[src/sv/slf_pkg.sv]
`timescale 1ns / 1ps
// ----------------------------------------------------------------------------
// slf_pkg
// types, register indexes and reset values for the scanline lane span fill
// ----------------------------------------------------------------------------
package slf_pkg;

    localparam int MAX_WIDTH_DEF = 2048;
    localparam int CFG_IDX_W     = 3;
    localparam int CFG_DATA_W    = 12;
    localparam int ROW_WIDTH_W   = 12;

    typedef enum logic [CFG_IDX_W-1:0] {
        CFG_LINE_RED   = 3'd0,
        CFG_LINE_GREEN = 3'd1,
        CFG_LINE_BLUE  = 3'd2,
        CFG_LANE_RED   = 3'd3,
        CFG_LANE_GREEN = 3'd4,
        CFG_LANE_BLUE  = 3'd5,
        CFG_ROW_WIDTH  = 3'd6
    } t_cfg_idx;

    localparam logic [7:0]             RST_LINE_RED   = 8'd255;
    localparam logic [7:0]             RST_LINE_GREEN = 8'd0;
    localparam logic [7:0]             RST_LINE_BLUE  = 8'd0;
    localparam logic [7:0]             RST_LANE_RED   = 8'd0;
    localparam logic [7:0]             RST_LANE_GREEN = 8'd255;
    localparam logic [7:0]             RST_LANE_BLUE  = 8'd0;
    localparam logic [ROW_WIDTH_W-1:0] RST_ROW_WIDTH  = 12'd1280;

    typedef struct packed {
        logic [7:0]             line_red;
        logic [7:0]             line_green;
        logic [7:0]             line_blue;
        logic [7:0]             lane_red;
        logic [7:0]             lane_green;
        logic [7:0]             lane_blue;
        logic [ROW_WIDTH_W-1:0] row_width;
    } t_cfg;

    typedef struct packed {
        logic [7:0] overlay_red;
        logic [7:0] overlay_green;
        logic [7:0] overlay_blue;
        logic [7:0] source_red;
        logic [7:0] source_green;
        logic [7:0] source_blue;
        logic       drain;
    } t_in_beat;

    typedef struct packed {
        logic [7:0] out_red;
        logic [7:0] out_green;
        logic [7:0] out_blue;
        logic       out_valid;
        logic       out_end_of_row;
    } t_out_beat;

endpackage

[src/sv/slf_cfg_regs.sv]
`timescale 1ns / 1ps
// ----------------------------------------------------------------------------
// slf_cfg_regs
// configuration register file: marker colour, lane colour, row width
// ----------------------------------------------------------------------------
module slf_cfg_regs import slf_pkg::*; (
    input  logic                  i_clk,
    input  logic                  i_rst_n,
    input  logic                  i_cfg_valid,
    output logic                  o_cfg_ready,
    input  logic [CFG_IDX_W-1:0]  i_cfg_index,
    input  logic [CFG_DATA_W-1:0] i_cfg_data,
    output t_cfg                  o_cfg
);

    t_cfg r_cfg;
    t_cfg n_cfg;

    assign o_cfg_ready = 1'b1;

    always_comb begin
        n_cfg = r_cfg;
        if (i_cfg_valid) begin
            unique case (t_cfg_idx'(i_cfg_index))
                CFG_LINE_RED:   n_cfg.line_red   = i_cfg_data[7:0];
                CFG_LINE_GREEN: n_cfg.line_green = i_cfg_data[7:0];
                CFG_LINE_BLUE:  n_cfg.line_blue  = i_cfg_data[7:0];
                CFG_LANE_RED:   n_cfg.lane_red   = i_cfg_data[7:0];
                CFG_LANE_GREEN: n_cfg.lane_green = i_cfg_data[7:0];
                CFG_LANE_BLUE:  n_cfg.lane_blue  = i_cfg_data[7:0];
                CFG_ROW_WIDTH:  n_cfg.row_width  = i_cfg_data[ROW_WIDTH_W-1:0];
                default: ;
            endcase
        end
    end

    always_ff @(posedge i_clk) begin
        if (!i_rst_n) begin
            r_cfg.line_red   <= RST_LINE_RED;
            r_cfg.line_green <= RST_LINE_GREEN;
            r_cfg.line_blue  <= RST_LINE_BLUE;
            r_cfg.lane_red   <= RST_LANE_RED;
            r_cfg.lane_green <= RST_LANE_GREEN;
            r_cfg.lane_blue  <= RST_LANE_BLUE;
            r_cfg.row_width  <= RST_ROW_WIDTH;
        end else begin
            r_cfg <= n_cfg;
        end
    end

    assign o_cfg = r_cfg;

endmodule

[config.mk]
export PLATFORM = sky130hd
export DESIGN_NAME = slf_cfg_regs
export DESIGN_NICKNAME = d
export VERILOG_FILES = /design/src/sv/slf_pkg.sv /design/src/sv/slf_cfg_regs.sv
export SDC_FILE = /design/constraint.sdc
export NUM_CORES = 1
export LEC_CHECK = 0
export BUFFER_PORTS_ARGS = -buffer_cell sky130_fd_sc_hd__buf_2
export CELL_PAD_IN_SITES_DETAIL_PLACEMENT = 1
export CELL_PAD_IN_SITES_GLOBAL_PLACEMENT = 1
export CORE_UTILIZATION = 25
export CTS_CLUSTER_SIZE = 30
export DETAILED_ROUTE_END_ITERATION = 6
export GPL_TIMING_DRIVEN = 0
export PLACE_DENSITY_LB_ADDON = 0.1
export SYNTH_ARGS = -nofsm -noshare
export SYNTH_HDL_FRONTEND = slang
export SYNTH_SLANG_ARGS = --single-unit
[constraint.sdc]
create_clock -name i_clk -period 1.3 [get_ports i_clk]
set_input_delay 0.065 -clock i_clk [delete_from_list [all_inputs] [get_ports i_clk]]
set_output_delay 0.065 -clock i_clk [all_outputs]
set_load 0.02 [all_outputs]
==> results.cfg, run 1 <==
[critical_path]
cp_max_fo = 2
critPathSlowestCell = dfxtp_1
cp_cell_sequence = buf_2
critPathTopFamily = flip-flops
worstPathArrival_ns = 0.87
r2r_slack_ns = 0.66
rr_endpoint = o_cfg[20]
startpoint_type = flop
slowest_delay_ns = 0.36
crit_buf_inv = 1
ff2ff_path_depth = 2
worstSetupPathType = reg -> out
worstPathRequired_ns = 1.24
r2r-start = o_cfg[20]
endpoint_kind = output pin

[clock_network]
cts_resized = 0
cts_root_buf = clkbuf_8
clockBufferDepth = 2
h-tree-depth = 3
path_clk_slew_ns = 0.07
cts_tree = yes
cts_num_sinks = 60
worstSkewPairLatency_ns = 0.33
post_cts_buffers = 0
cts_buffers = 9
hold_buffers = 4

[cells_and_area]
layout-drive-gt1-share_pct = 31.9
final_cells = 431
diodes = 0
nets = 336
multi_input_area_sq_mm = 0.00106
largest_register_ff_count = 60
nFillCells = 1047
area_delta_synth_final_pct = 30.9
design_area_sq_mm = 0.00307
seq_area_sq_mm = 0.00120

[sta]
fmax_ghz = 1.07
slew-limit-headroom_pct = 60.6
finalSetupViolCount = 0
rsz0062_at_grt = no
hold_viol = 0
final-max-slew-violation-count = 0
fin_crit_ns = 0.938
tightest_slew_ns = 0.592
final.setup_skew_ns = 0
fin_crit_sh_pct = 72.2

[routing]
routed_wl_um = 6400
antenna_left = 0
avgRoutedWirePerCell_um = 14.8
drt_iter0_markers = 30
vias = 1873
firstDrtPassIters = 4
vias_per_cell = 4.35
drc_errors = 0

[logic_synthesis]
yosys.area.top_type = dfxtp_1
netlist-cell-type-count = 14
netlist_area_sq_mm = 0.00235
ys_seq_area_share_pct = 51.2
async_flop_share_pct = 0
synthFlopType = dfxtp_1
ys_ff_latch = 60
syn-num-nets = 245
synth_enable_flop_cells = 0
avgSynthCellArea_sq_um = 10.3
synth_top_area_share_pct = 51.2
yosysWarnings = 0
synth_area_leaders = dfxtp_1 51%, mux2i_1 26%, nand2_1 8.3%
synthTopCellsByCount = 60 x dfxtp_1, 60 x mux2i_1, 52 x nand2_1
postSynthCellCount = 227

[global_routing]
first_global_vias = 2035
grt_pass1_wl_um = 10400
grt_max_degree = 11
antenna_found_initial = 0
overflow = 0
grtUsageTotal_pct = 14.4

[placement]
dp.cells = 411
portBuffers = 76
hpwl_um = 4640
gp_congestion = 0.691
place_area_sq_mm = 0.00286

[worst_hold_path]
min_to = o_cfg[52]
hp-class = in -> reg
min-delay-start = i_cfg_data[0]
whs_path_depth = 3

[floorplan]
die-area_sq_mm = 0.00978
dieHeight_um = 98.9
coreArea_sq_mm = 0.00889
initial_core_util_pct = 26.4
die_x_um = 98.9
io_pins = 79
rows = 34

[power]
internal-power_mw = 2.74
switching_share_pct = 26.0
pwr-share-comb_pct = 9.0
vdd_drop_max_mv = 0.422
pwr-share-seq_pct = 51.3
switchingPower_mw = 0.964
power_density_mw_per_mm2 = 1200
power_frac_clock_pct = 39.7
p_leak_nw = 1.51

[run_status]
status = finished clean

[run]
maxCapViolations = 0
==> logic make-up (layout without fill, tap and decap cells) <==
| family | after synthesis | after routing | synth area share [%] |
|---|---|---|---|
| simple gates | 88 | 88 | 19.3 |
| mux | 60 | 60 | 25.6 |
| flops | 60 | 60 | 51.2 |
| buf+inv | 18 | 114 | 3.73 |
| other cells | 1 | 1 | 0.160 |
==> worst max path at each step <==
stage | endpoint | cells past startpoint | start | slack, ns
final | o_cfg[38] | 1 | o_cfg[38] | 0.36
after global placement | o_cfg[36] | 4 | i_rst_n | -0.004
after detailed placement | o_cfg[42] | 4 | i_rst_n | 0.004
after CTS | o_cfg[12] | 4 | i_rst_n | 0.34
after floorplan | o_cfg[52] | 3 | i_cfg_index[0] | 0.32
after global routing | o_cfg[38] | 4 | i_rst_n | 0.18
==> cell type report <==
type / count / area share (%)
clock buffers: 11 / 4.60
flip-flops and latches: 60 / 39.1
repair buffers: 80 / 13.7
plain buffers: 18 / 2.85
clock inverters: 5 / 0.896
well taps: 108 / 4.40
multi-input cells: 149 / 34.5
==> placed cells by master (no fill, tap or decap) <==
cell type / instances
buf_2: 83
clkbuf_8: 10
and4b_2: 1
nand4bb_1: 1
clkbuf_1: 10
dfxtp_1: 60
dlygate4sd3_1: 4
mux2i_1: 60
or4b_1: 1
nand4b_1: 3
buf_6: 1
clkinvlp_4: 1
nand2_1: 52
conb_1: 1
buf_4: 1
nor2b_1: 28
clkinv_2: 4
and4bb_2: 2
==> metrics by stage <==
| step | TNS [ns] | hold slack [ns] | utilization [%] | power (mW) | worst slack, ns |
|---|---|---|---|---|---|
| 2_1_floorplan | 0 | 0.207 | - | 2.14 | 0.324 |
| 3_3_place_gp | -0.00357 | 0.319 | 32.2 | 2.27 | -0.00357 |
| 3_5_place_dp | 0 | 0.326 | 32.2 | 2.27 | 0.00351 |
| 4_1_cts | 0 | 0.000566 | 34.5 | 3.78 | 0.341 |
| 5_1_grt | 0 | 0.0115 | 34.5 | 3.91 | 0.176 |
| 6_report | 0 | 0.0150 | 34.5 | 3.70 | 0.362 |
==> tightest hold or removal path: cells and delay by family <==
kind                   cells  cell delay [ns]
muxes                      1             0.11
and+or+nand+nor            1             0.05
buffers and inverters      1             0.08
==> metal layers <==
metal / GRT usage [%] / wire length (um)
met2: 23.3 / 3020
met1: 18.0 / 2960
met5: 0 / 0
met3: 3.83 / 299
met4: 6.20 / 118
==> power by group through the flow <==
stage | clock (mW) | combinational (mW) | sequential (mW)
global route | 1.63 | 0.367 | 1.90
global placement | 0 | 0.326 | 1.94
detailed placement | 0 | 0.329 | 1.94
CTS | 1.53 | 0.341 | 1.90
floorplan | 0 | 0.149 | 1.99
finish | 1.47 | 0.333 | 1.90
No activity file was read; power rests on OpenSTA's default activity.
==> inputs of run 2 (changes only) <==
--- a/config.mk
+++ b/config.mk
@@ -5,6 +5,7 @@
 export SDC_FILE = /design/constraint.sdc
 export NUM_CORES = 1
 export LEC_CHECK = 0
+export ABC_AREA = 1
 export BUFFER_PORTS_ARGS = -buffer_cell sky130_fd_sc_hd__buf_2
 export CELL_PAD_IN_SITES_DETAIL_PLACEMENT = 1
 export CELL_PAD_IN_SITES_GLOBAL_PLACEMENT = 1
==> constraint.sdc (replaced) <==
create_clock -name i_clk -period 0.88 [get_ports i_clk]
set_input_delay 0.044 -clock i_clk [delete_from_list [all_inputs] [get_ports i_clk]]
set_output_delay 0.044 -clock i_clk [all_outputs]
set_load 0.02 [all_outputs]
==> run 2 against run 1 <==
Against the previous run:
- non-clock buffer count rose by 4
- routed wire length increased by 25%
- clock power up 99%
- register-to-register slack worse by 0.47 ns
- sequential cell count stayed put
- via count up 31%
- area after synthesis up 0.91%
- core utilization up 5.4 points
- power is 81% higher
- cell count rose by 27%
- critical path type unchanged
==> results.cfg, run 2 <==
[run_status]
status = finished clean

[logic_synthesis]
ys_seq_area_share_pct = 50.7
async_flop_share_pct = 0
netlist_area_sq_mm = 0.00237
postSynthCellCount = 334
avgSynthCellArea_sq_um = 7.09
syn-num-nets = 352
ys_ff_latch = 60
synth_area_leaders = dfxtp_1 51%, nand2_1 13%, nor2_1 13%
netlist-cell-type-count = 15
synthFlopType = dfxtp_1
synth_top_area_share_pct = 50.7
yosysWarnings = 0
yosys.area.top_type = dfxtp_1
synthTopCellsByCount = 85 x nand2_1, 85 x nor2_1, 60 x dfxtp_1, 60 x nand3_1, 15 x inv_1
synth_enable_flop_cells = 0

[placement]
gp_congestion = 0.727
portBuffers = 76
hpwl_um = 5480
place_ws_ns = -0.240

[routing]
avgRoutedWirePerCell_um = 14.7
vias = 2455
drt_iter0_markers = 50
antenna_left = 0
vias_per_cell = 4.48
routed.top_layer = met4
wl_met3_um = 347
firstDrtPassIters = 4
wl_met1_um = 3610
routed_wl_um = 8030
met2_length_um = 3940
drc_errors = 0

[global_routing]
grtUsageTotal_pct = 17.2
antenna_found_initial = 0
overflow = 0
first_global_vias = 2456
grt_max_degree = 11
grt_pass1_wl_um = 12700

[sta]
final.setup.tns_ns = 0
fin_crit_ns = 0.864
rsz0062_at_grt = yes
finalSetupViolCount = 0
tightest_slew_ns = 0.520
timing.final.ws_setup_ns = 0.0160
hold_viol = 0
slew-limit-headroom_pct = 65.3
final.setup_skew_ns = 0
fin_crit_sh_pct = 98.2
final-max-slew-violation-count = 0
holdWs_ns = 0.0215
fmax_ghz = 1.16

[clock_network]
cts_buffers = 9
cts_num_sinks = 60
worstSkewPairLatency_ns = 0.34
cts_tree = yes
clockBufferDepth = 2
h-tree-depth = 3
path_clk_slew_ns = 0.07
cts_root_buf = clkbuf_8

[floorplan]
rows = 35
die_x_um = 99.3
io_pins = 79
initial_core_util_pct = 25.8
coreArea_sq_mm = 0.00920
die-area_sq_mm = 0.00987
dieHeight_um = 99.3

[cells_and_area]
largest_register_ff_count = 60
diodes = 0
postLayoutCoreUtil_pct = 39.9
layout-drive-gt1-share_pct = 40.3
nets = 450
final_cell_mix = 85 x nand2_1, 85 x nor2_1, 60 x nand3_1, 60 x dfxtp_2, 56 x buf_6
area_delta_synth_final_pct = 55.0

[critical_path]
startpoint_type = flop
critPathSlowestCell = dfxtp_2
r2r_slack_ns = 0.19
r2r-start = o_cfg[19]
crit_buf_inv = 1
worstPathRequired_ns = 0.84
critPathTopFamily = flip-flops
crit_start = o_cfg[23]
cp_max_fo = 2
endpoint_kind = output pin
worstSetupPathType = reg -> out
worstPathArrival_ns = 0.82
rr_endpoint = o_cfg[19]
cp_cell_sequence = buf_6
slowest_delay_ns = 0.36
ff2ff_path_depth = 3

[power]
p_leak_nw = 1.69
vdd_drop_max_mv = 0.695
power_density_mw_per_mm2 = 1830

[worst_hold_path]
whs_path_depth = 5
min_to = o_cfg[11]
hp-class = in -> reg
min-delay-start = i_cfg_data[11]

[run]
maxCapViolations = 0
## run 2: cell count changes after synthesis, sizes merged
cell	delta
nor2	+94
mux2i	-60
nand3	+60
nand2	+34
nor2b	-28
inv	+18
clkbuf	-4
nand4b	-3
and4bb	-2
and4b	-1
buf	+1
nand4bb	-1
or4b	-1
## run 2: kinds of logic after synthesis
group	share of synthesized area [%]
simple gates	42.7
flops	50.7
buf+inv	6.44
other cells	0.158
## run 2: through the flow
| stage | area [sq um] | instances | total power [mW] |
|---|---|---|---|
| after floorplan | 2370 | 334 | 3.38 |
| after global placement | 2890 | 521 | 3.65 |
| after detailed placement | 2890 | 521 | 3.66 |
| after CTS | 3530 | 547 | 6.78 |
| after global routing | 3670 | 548 | 7.02 |
| final | 3670 | 548 | 6.70 |
## run 2: cell type report
type | count | area [sq um]
Multi-Input combinational cell | 241 | 1020
Clock buffer | 12 | 165
Fill cell | 1102 | 5530
Sequential cell | 60 | 1280
Timing Repair Buffer | 87 | 845
Inverter | 18 | 71.3
Clock inverter | 4 | 70.1
Tap cell | 111 | 139
Buffer | 15 | 85.1
## run 2: worst max-delay path by stage
stage           endpoint  slack [ns]  cells past startpoint
6_report       o_cfg[23]        0.02                      1
5_1_grt        o_cfg[23]       -0.02                      1
2_1_floorplan  o_cfg[10]        0.10                      7
4_1_cts        o_cfg[10]      0.0004                      1
3_3_place_gp   o_cfg[26]       -0.22                      6
3_5_place_dp   o_cfg[23]       -0.24                      6
## run 2: worst min-delay path, stage by stage
cell and delay [ns]:
buf_2 0.07, inv_1 0.03, nand3_1 0.07, nand2_1 0.05, nor2_1 0.07
## run 2: routing by layer
layer | GRT usage, % | vias up
met1 | 20.3 | 1152
met5 | 0 | -
met4 | 6.00 | 0
met2 | 29.4 | 58
met3 | 5.27 | 13
li1 | - | 1232
## run 2: where the power goes
group	internal (mW)	switching [mW]	total [mW]
combinational	0.362	0.520	0.883
sequential	2.83	0.0670	2.90
clock	1.82	1.10	2.92
total	5.01	1.69	6.70
## run 2: what timing repair did
action	4_1_cts	5_1_grt
hold endpoints to repair	18	0
buffers inserted	0	1
hold buffers	10	0
gates resized for setup	130	48
setup endpoints to repair	60	54
==> inputs of run 3 (changes only) <==
--- a/config.mk
+++ b/config.mk
@@ -9,7 +9,7 @@
 export BUFFER_PORTS_ARGS = -buffer_cell sky130_fd_sc_hd__buf_2
 export CELL_PAD_IN_SITES_DETAIL_PLACEMENT = 1
 export CELL_PAD_IN_SITES_GLOBAL_PLACEMENT = 1
-export CORE_UTILIZATION = 25
+export CORE_UTILIZATION = 34
 export CTS_CLUSTER_SIZE = 30
 export DETAILED_ROUTE_END_ITERATION = 6
 export GPL_TIMING_DRIVEN = 0
==> run 3 against run 2 <==
Against the previous run:
- sequential cell count stayed put
- via count fell by 0.16%
- cell count decreased by 6.0%
- die area fell by 26%
- global-route usage increased by 4.2 points
- sequential share of layout area rose by 1.0 points
- count of clock-buffer cells in the layout increased by 2
- largest power group is now registers
- critical path type unchanged
- sequential power hardly changed
- maximum frequency grew 0.76%
==> results.cfg, run 3 (synthesis gave the netlist of run 2 again) <==
[global_routing]
antenna_found_initial = 0
grt_max_degree = 11
first_global_vias = 2420
grtUsageTotal_pct = 21.3
grt_pass1_wl_um = 11800
overflow = 0

[clock_network]
cts_tree = yes
cts_root_buf = clkbuf_8
clockBufferDepth = 2
cts_num_sinks = 60
h-tree-depth = 3
cts_buffers = 9
worstSkewPairLatency_ns = 0.33
path_clk_slew_ns = 0.07
post_cts_buffers = 0

[worst_hold_path]
whs_path_depth = 5
min-delay-start = i_cfg_data[9]
min_to = o_cfg[9]
hp-class = in -> reg

[critical_path]
r2r-start = o_cfg[53]
worstSetupPathType = reg -> out
critPathTopFamily = flip-flops
cp_max_fo = 2
ff2ff_path_depth = 2
cp_cell_sequence = buf_6
worstPathArrival_ns = 0.81
startpoint_type = flop
crit_buf_inv = 1
critPathSlowestCell = dfxtp_2
slowest_delay_ns = 0.35
r2r_slack_ns = 0.27
rr_endpoint = o_cfg[53]
endpoint_kind = output pin
worstPathRequired_ns = 0.84

[floorplan]
die-area_sq_mm = 0.00730
die_x_um = 85.5
dieHeight_um = 85.5
io_pins = 79
initial_core_util_pct = 35.1
rows = 30
coreArea_sq_mm = 0.00676

[routing]
met2_length_um = 3780
routed.top_layer = met4
drc_errors = 0
avgRoutedWirePerCell_um = 14.8
wl_met1_um = 3300
antenna_left = 0
vias = 2451
routed_wl_um = 7600
firstDrtPassIters = 4
drt_iter0_markers = 92
vias_per_cell = 4.76
wl_met3_um = 384

[cells_and_area]
nets = 449
postLayoutCoreUtil_pct = 52.4
layout-drive-gt1-share_pct = 38.2
area_delta_synth_final_pct = 49.5
final_cell_mix = 85 x nand2_1, 85 x nor2_1, 60 x nand3_1
final_cells = 515
nFillCells = 866
diodes = 0
largest_register_ff_count = 60

[run_status]
status = finished clean

[placement]
place_ws_ns = -0.223
hpwl_um = 5090
gp_congestion = 0.805
dp.cells = 490
portBuffers = 76

[power]
power_density_mw_per_mm2 = 1730
p_leak_nw = 1.65
vdd_drop_max_mv = 0.759
total_power_mw = 6.14

[run]
maxCapViolations = 0

[sta]
final.setup.tns_ns = 0
fin_crit_sh_pct = 97.4
final.setup_skew_ns = 0
fmax_ghz = 1.17
tightest_slew_ns = 0.502
finalSetupViolCount = 0
hold_viol = 0
fin_crit_ns = 0.857
slew-limit-headroom_pct = 66.5
final-max-slew-violation-count = 0
timing.final.ws_setup_ns = 0.0225
rsz0062_at_grt = yes
==> run 3: cell count changes in the layout (fill, tap and decap cells not counted), sizes merged <==
| cell | change |
|---|---|
| bufinv | -2 |
| clkbuf | +2 |
| buf | -1 |
| clkinv | -1 |
==> run 3: worst max path at each step <==
| stage | slack (ns) | from | endpoint | cells past startpoint |
|---|---|---|---|---|
| after floorplan | 0.10 | i_cfg_index[2] | o_cfg[10] | 7 |
| after CTS | 0.0004 | o_cfg[6] | o_cfg[6] | 1 |
| final | 0.02 | o_cfg[7] | o_cfg[7] | 1 |
| after global routing | -0.01 | o_cfg[7] | o_cfg[7] | 1 |
| after global placement | -0.20 | i_cfg_index[0] | o_cfg[21] | 6 |
| after detailed placement | -0.22 | i_cfg_index[0] | o_cfg[26] | 6 |
==> run 3: through the flow <==
stage,hold WS [ns],instance area [sq um]
2_1_floorplan,0.157,2370
3_3_place_gp,0.257,2850
3_5_place_dp,0.267,2850
4_1_cts,0.0206,3300
5_1_grt,0.0476,3540
6_report,0.0292,3540
==> run 3: area by class of cell <==
type | instances | area [sq um] | share of cell area (%)
buffer | 15 | 85.1 | 2.40
clock buffer | 14 | 183 | 5.16
clock inverter | 1 | 5.00 | 0.141
inverter | 18 | 71.3 | 2.01
multi-input combinational | 241 | 1010 | 28.7
sequential | 60 | 1270 | 35.8
tap | 80 | 100 | 2.83
timing repair buffer | 86 | 815 | 23.0
==> run 3: repair_timing <==
action | 4_1_cts | 5_1_grt
gates cloned | 0 | 0
endpoints found under the setup margin | 53 | 63
hold buffers | 10 | 0
endpoints found under the hold margin | 18 | 0
resized for setup | 71 | 93
==> run 3: power breakdown <==
| group | internal (mW) | switching [mW] | total [mW] |
|---|---|---|---|
| logic | 0.354 | 0.513 | 0.867 |
| registers | 2.83 | 0.0658 | 2.89 |
| clock network | 1.31 | 1.06 | 2.38 |
| total | 4.50 | 1.64 | 6.14 |
==> run 3: routing by layer <==
metal | global-route usage [%] | vias to the layer above
met5 | 0 | -
met4 | 10.5 | 0
met3 | 5.93 | 10
met2 | 36.4 | 69
met1 | 24.6 | 1141
li1 | - | 1231
